File: src/design/hmq_pkg.sv
// shared widths and codes for the heightmap height query block
`timescale 1ns / 1ps

package hmq_pkg;

  // configuration port
  localparam int CFG_W     = 7;
  localparam int CFG_IDX_W = 1;
  localparam int CFG_RESET = 64;

  // input item fields
  localparam int LOAD_INDEX_W = 12;
  localparam int COORD_W      = 18;
  localparam int COORD_MAG_W  = COORD_W - 1;

  typedef enum logic [CFG_IDX_W-1:0] {
    REG_GRID_WIDTH  = 1'b0,
    REG_GRID_HEIGHT = 1'b1
  } hmq_reg_e;

  typedef enum logic {
    CMD_LOAD  = 1'b0,
    CMD_QUERY = 1'b1
  } hmq_cmd_e;

endpackage

File: src/design/hmq_out_fifo.sv
// small result queue between the arithmetic pipeline and the output channel
`timescale 1ns / 1ps

module hmq_out_fifo import hmq_pkg::*; #(
  parameter int WIDTH = 17,
  parameter int DEPTH = 8
) (
  input  logic             clk_i,
  input  logic             rst_ni,
  input  logic             push_i,
  input  logic [WIDTH-1:0] data_i,
  output logic             valid_o,
  input  logic             ready_i,
  output logic [WIDTH-1:0] data_o
);

  localparam int PTR_W = $clog2(DEPTH);
  localparam int CNT_W = $clog2(DEPTH + 1);

  logic [WIDTH-1:0] slot_q [DEPTH];
  logic [PTR_W-1:0] wr_ptr_q, wr_ptr_d;
  logic [PTR_W-1:0] rd_ptr_q, rd_ptr_d;
  logic [CNT_W-1:0] count_q, count_d;
  logic             pop;

  assign valid_o = (count_q != '0);
  assign data_o  = slot_q[rd_ptr_q];
  assign pop     = valid_o & ready_i;

  // pointers wrap at the depth, which need not be a power of two
  always_comb begin
    wr_ptr_d = wr_ptr_q;
    rd_ptr_d = rd_ptr_q;
    if (push_i) begin
      wr_ptr_d = (32'(wr_ptr_q) == DEPTH - 1) ? '0 : wr_ptr_q + PTR_W'(1);
    end
    if (pop) begin
      rd_ptr_d = (32'(rd_ptr_q) == DEPTH - 1) ? '0 : rd_ptr_q + PTR_W'(1);
    end
    count_d = count_q + CNT_W'(push_i) - CNT_W'(pop);
  end

  always_ff @(posedge clk_i or negedge rst_ni) begin
    if (!rst_ni) begin
      wr_ptr_q <= '0;
      rd_ptr_q <= '0;
      count_q  <= '0;
    end else begin
      wr_ptr_q <= wr_ptr_d;
      rd_ptr_q <= rd_ptr_d;
      count_q  <= count_d;
    end
  end

  always_ff @(posedge clk_i) begin
    if (push_i) begin
      slot_q[wr_ptr_q] <= data_i;
    end
  end

endmodule

File: config.mk
export PLATFORM = sky130hd
export DESIGN_NAME = hmq_out_fifo
export DESIGN_NICKNAME = d
export VERILOG_FILES = /design/src/design/hmq_pkg.sv /design/src/design/hmq_out_fifo.sv
export SDC_FILE = /design/constraint.sdc
export NUM_CORES = 1
export LEC_CHECK = 0
export ABC_AREA = 1
export BUFFER_PORTS_ARGS = -buffer_cell sky130_fd_sc_hd__buf_2
export CORE_ASPECT_RATIO = 0.6
export CORE_MARGIN = 3
export CORE_UTILIZATION = 46
export CTS_CLUSTER_DIAMETER = 80
export DETAILED_ROUTE_END_ITERATION = 8
export HOLD_SLACK_MARGIN = 0.06
export PLACE_DENSITY = 0.67
export SYNTH_ARGS = -nofsm -noshare
export SYNTH_HDL_FRONTEND = slang
export SYNTH_SLANG_ARGS = --single-unit
File: constraint.sdc
create_clock -name clk_i -period 2.7 [get_ports clk_i]
set_input_delay 0.135 -clock clk_i [delete_from_list [all_inputs] [get_ports clk_i]]
set_output_delay 0.135 -clock clk_i [all_outputs]
set_load 0.01 [all_outputs]
; ---- Word level (Yosys, flattened, before mapping)
; Memory sizes are Yosys's and may differ from the RTL's.
; Index checks and enable logic that the tools add are counted.
[totals]
ff_bits = 10
ram_bits = 136
out_inout_bits = 18
elab_cells = 16
memories = 1
[classes]
n_addsub = 4
n_eq_ne = 2
mux = 4
n_bitwise = 1
reduce_logical = 1
[memory_table]
columns = name, words, word_bits, rd, rd_ports_with_merged_regs, write_ports, line
row1 = slot_q, 8, 17, 1, 0, 1, hmq_out_fifo.sv:20  ; logic [WIDTH-1:0] slot_q [DEPTH];
[op_table]
columns = operator, n
row1 = "adder 3 x 1 -> 3 bit, second input constant", 2
row2 = "== test 3 bit, second input constant", 2
row3 = 2-to-1 mux 3 bit, 2
row4 = adder 4 x 1 -> 4 bit, 1
row5 = nonzero test 4 bit, 1
row6 = subtractor 4 x 1 -> 4 bit, 1
row7 = 2-to-1 mux 1 bit, 2
row8 = bitwise AND 1 bit, 1

; ---- Logic depth before layout (Yosys ltp)
[logic_depth]
word_depth = 3
ltp_mapped = 11
depth_no_buf = 11

; ---- Least setup slack after synthesis
; No wires, ideal clock.
[synth_timing]
path_kind = register to register
start = register count_q[2]
end = register count_q[2]
setup_time_ps = 124
arrival_ps = 1906
t_required_ps = 2576
setup_slack_ps = 670
path_stages_with_launch = 11
cell_sequence = dfrtp_1 inv_1 ha_1 nand3_1 nand2_1 inv_1 ha_1 inv_1 ha_1 fa_1 xor2_1
[synth_between]
elab_chain_len = 3
[synth_rtl]
columns = element, line
row1 = from (decl), hmq_out_fifo.sv:23  ; logic [CNT_W-1:0] count_q, count_d;
row2 = from (signal assigned), hmq_out_fifo.sv:51  ; count_q <= count_d;
row3 = nonzero test 4 bit, hmq_out_fifo.sv:26  ; assign valid_o = (count_q != '0);
row4 = named net valid_o, hmq_out_fifo.sv:12  ; output logic valid_o,
row5 = bitwise AND 1 bit, hmq_out_fifo.sv:28  ; assign pop = valid_o & ready_i;
row6 = named net pop, hmq_out_fifo.sv:24  ; logic pop;
row7 = subtractor 4 x 1 -> 4 bit, hmq_out_fifo.sv:40  ; count_d = count_q + CNT_W'(push_i) - CNT_W'(pop);
row8 = named net count_d[2], hmq_out_fifo.sv:23
; The timed path passes the listed nets, and every way through them passes these cells.
; A chain may end at the register's enable or synchronous reset.

; ---- Worst setup path in the final report
[layout_timing]
start = register rd_ptr_q[0]
end = output port data_o[13]
[layout_between]
elab_chain_len = 1
[layout_rtl]
columns = element, line
row1 = from (decl), hmq_out_fifo.sv:22  ; logic [PTR_W-1:0] rd_ptr_q, rd_ptr_d;
row2 = from (signal assigned), hmq_out_fifo.sv:50  ; rd_ptr_q <= rd_ptr_d;
row3 = memory (8 x 17 bit), -
row4 = to (decl), hmq_out_fifo.sv:14  ; output logic [WIDTH-1:0] data_o
; Every way passes these cells.

==> flow_summary.json <==
{
  "status": "finished, final reports clean",
  "seq_area_mm2": 0.004335,
  "htree_levels": 4,
  "endpoint_kind": "primary output",
  "grt_pass1_vias": 4487,
  "antenna_found_initial": 0,
  "irDropWorstVdd_mv": 0.5649,
  "rows": 32,
  "yosysWarnings": 0,
  "fmax_ghz": 0.4311,
  "period_share_pct": 85.90,
  "r2r_cells": 10,
  "share_comb_of_total_power_pct": 34.0,
  "diodes": 0,
  "syn_area_per_cell_um2": 9.909,
  "nNetsFinal": 756,
  "pin_count": 39,
  "wirelength_mm": 13.98,
  "cp.required_ns": 2.57,
  "worstMarginPinSlew_ns": 0.7810,
  "netlist_area_mm2": 0.006510,
  "clkLatencyLatePin_ns": 0.41,
  "dieArea_mm2": 0.01566,
  "finalHoldViolCount": 0,
  "drv_cap": 0,
  "gp_congestion": 0.7656,
  "cts_made_buffers": 17,
  "ys_types": 18,
  "p_switching_mw": 2.835,
  "vias_per_cell": 4.725,
  "synth_nets": 688,
  "ys_ff_latch": 146,
  "start_kind": "register",
  "internal_power_mw": 5.109,
  "dpl.cell_count": 873,
  "die_w_um": 159.6,
  "crit_arrival_ns": 2.18,
  "power_leakage_nw": 3.624,
  "seq_power_share_pct": 36.3,
  "cts_setup_buffers": 0,
  "ant_nets": 0,
  "drc": 0,
  "rsz0062_at_grt": "false",
  "crit_fanout": 32,
  "r2r_start": "count_q[2]$_DFF_PN0_",
  "yosysSeqAreaShare_pct": 66.58,
  "power_mw": 7.944,
  "max-clock-path-buffers": 2,
  "whs_ns": 0.1068,
  "core_area_mm2": 0.01333,
  "grt_usage_pct": 18.67,
  "startpoint": "rd_ptr_q[0]$_DFFE_PN0P_",
  "drt-pass1-iter-count": 4,
  "first_iter_violations": 377,
  "grt_pass1_wl_mm": 22.60,
  "cts_resized": 0,
  "finalSetupViolations": 0,
  "swShare_pct": 35.69,
  "finalMaxSlewViolations": 0,
  "clock-sinks": 146,
  "crit_type": "reg2out",
  "hpwl_mm": 8.085,
  "fin_crit_ns": 2.319,
  "num-fill-cells": 1113,
  "drive_gt1_share_pct": 12.87,
  "synth_cells": 657,
  "hold_path.class": "in2async",
  "clk_pin_slew_ns": 0.06,
  "io_buffers": 38,
  "routedWlPerCell_um": 15.11,
  "grt_max_degree": 71,
  "final_cells": 925,
  "holdBufCountCts": 20,
  "root_buffer": "clkbuf_16",
  "powerDensity_mw_per_mm2": 1029,
  "overflow": 0,
  "timing.setup.tns_ns": 0,
  "max_slew_margin_pct": 47.93,
  "fp.dieH_um": 98.15,
  "area_growth_pct": 18.60,
  "p_clk_share_pct": 29.7,
  "cts_tree": "built",
  "multiInputGateArea_mm2": 0.001478,
  "ff2ff_setup_slack_ns": 0.61,
  "r2r-end": "count_q[2]$_DFF_PN0_",
  "clock_skew_ns": 0.004705,
  "num_vias": 4371,
  "initial_utilization_pct": 48.83
}
## worst max-delay path by stage
| stage | endpoint | slack, ns |
|---|---|---|
| after floorplan | count_q[2]$_DFF_PN0_ | 0.67 |
| after global placement | count_q[2]$_DFF_PN0_ | 0.69 |
| after detailed placement | count_q[2]$_DFF_PN0_ | 0.61 |
| after CTS | data_o[13] | 0.37 |
| after global routing | data_o[9] | 0.24 |
| final | data_o[13] | 0.38 |
## synthesized netlist by cell type, drive strengths merged
library cell  count  area, um2
dfrtp            10      250.2
ha                9      112.6
o21ai             6      30.02
xor2              2      17.52
nor2              8      30.03
nand2           235      882.1
a21oi             1      5.000
nand3            72      360.4
clkbuf            1      3.750
edfxtp          136       4084
buf              24      143.9
inv             151      566.8
fa                1      20.02
clkinv            1      3.750
## registers in the layout (all words and copies together), names as in the netlist
register  flops
count_q       4
rd_ptr_q      3
slot_q      136
wr_ptr_q      3
## layout make-up
class                           instances  area share, %
Clock buffer                           18          5.558
Clock inverter                         14          2.123
Inverter                              152          7.389
Multi-Input combinational cell        334          19.14
Sequential cell                       146          56.15
Tap cell                              187          3.030
Timing Repair Buffer                   74          6.612
## power by group through the flow
stage / Sequential, mW / Combinational, mW / Clock (mW)
after global placement: 2.92 / 2.58 / 0
final: 2.89 / 2.70 / 2.36
after global routing: 2.91 / 3.08 / 2.49
after detailed placement: 2.93 / 2.67 / 0
after floorplan: 2.91 / 1.87 / 0
after CTS: 2.89 / 2.73 / 2.39
## cell usage in the layout (no fill, tap or decap)
cell	count
xor2_1	2
nand2_1	235
clkbuf_16	17
nor2_2	8
nand3_1	72
clkinv_4	3
dfrtp_2	1
ha_1	9
dfrtp_1	9
inv_2	2
buf_2	38
a21oi_1	1
o21ai_0	5
inv_6	1
dlygate4sd3_1	20
clkinv_1	2
clkinv_2	4
inv_1	149
bufinv_16	3
fa_1	1
edfxtp_1	136
o21ai_1	1
clkbuf_1	1
clkinvlp_4	2
buf_4	16
## per-layer routing
metal	global-route usage [%]	vias up	part of all wire, %
met4	7.868	0	2.0
met1	24.17	2000	40
met2	30.63	166	48
met3	4.281	31	9.6
met5	0	-	0
li1	-	2174	-
## through the flow
| step | setup WS (ns) | util [%] | area [um2] |
|---|---|---|---|
| floorplan | 0.6696 | - | 6510 |
| global placement | 0.6938 | 51.96 | 6928 |
| detailed placement | 0.6099 | 51.96 | 6928 |
| CTS | 0.3678 | 57.91 | 7721 |
| global route | 0.2432 | 57.91 | 7721 |
| finish | 0.3806 | 57.91 | 7721 |
## kinds of logic after synthesis
group | synth area share [%]
AO/OA/AOI/OAI | 0.5379
XOR/XNOR | 0.2691
adder cells (fa/ha/maj) | 2.037
buffers and inverters | 11.03
flip-flops | 66.58
AND/OR/NAND/NOR | 19.55
## worst max-delay path, cell delays in order (launching register included)
cell and delay, ns:
dfrtp_2 0.40, inv_2 0.44, buf_4 0.39, nand2_1 0.10, nand3_1 0.08, nand2_1 0.07, nand2_1 0.06, nand2_1 0.07
buf_2 0.14
Power figures use the tool's default switching activity.
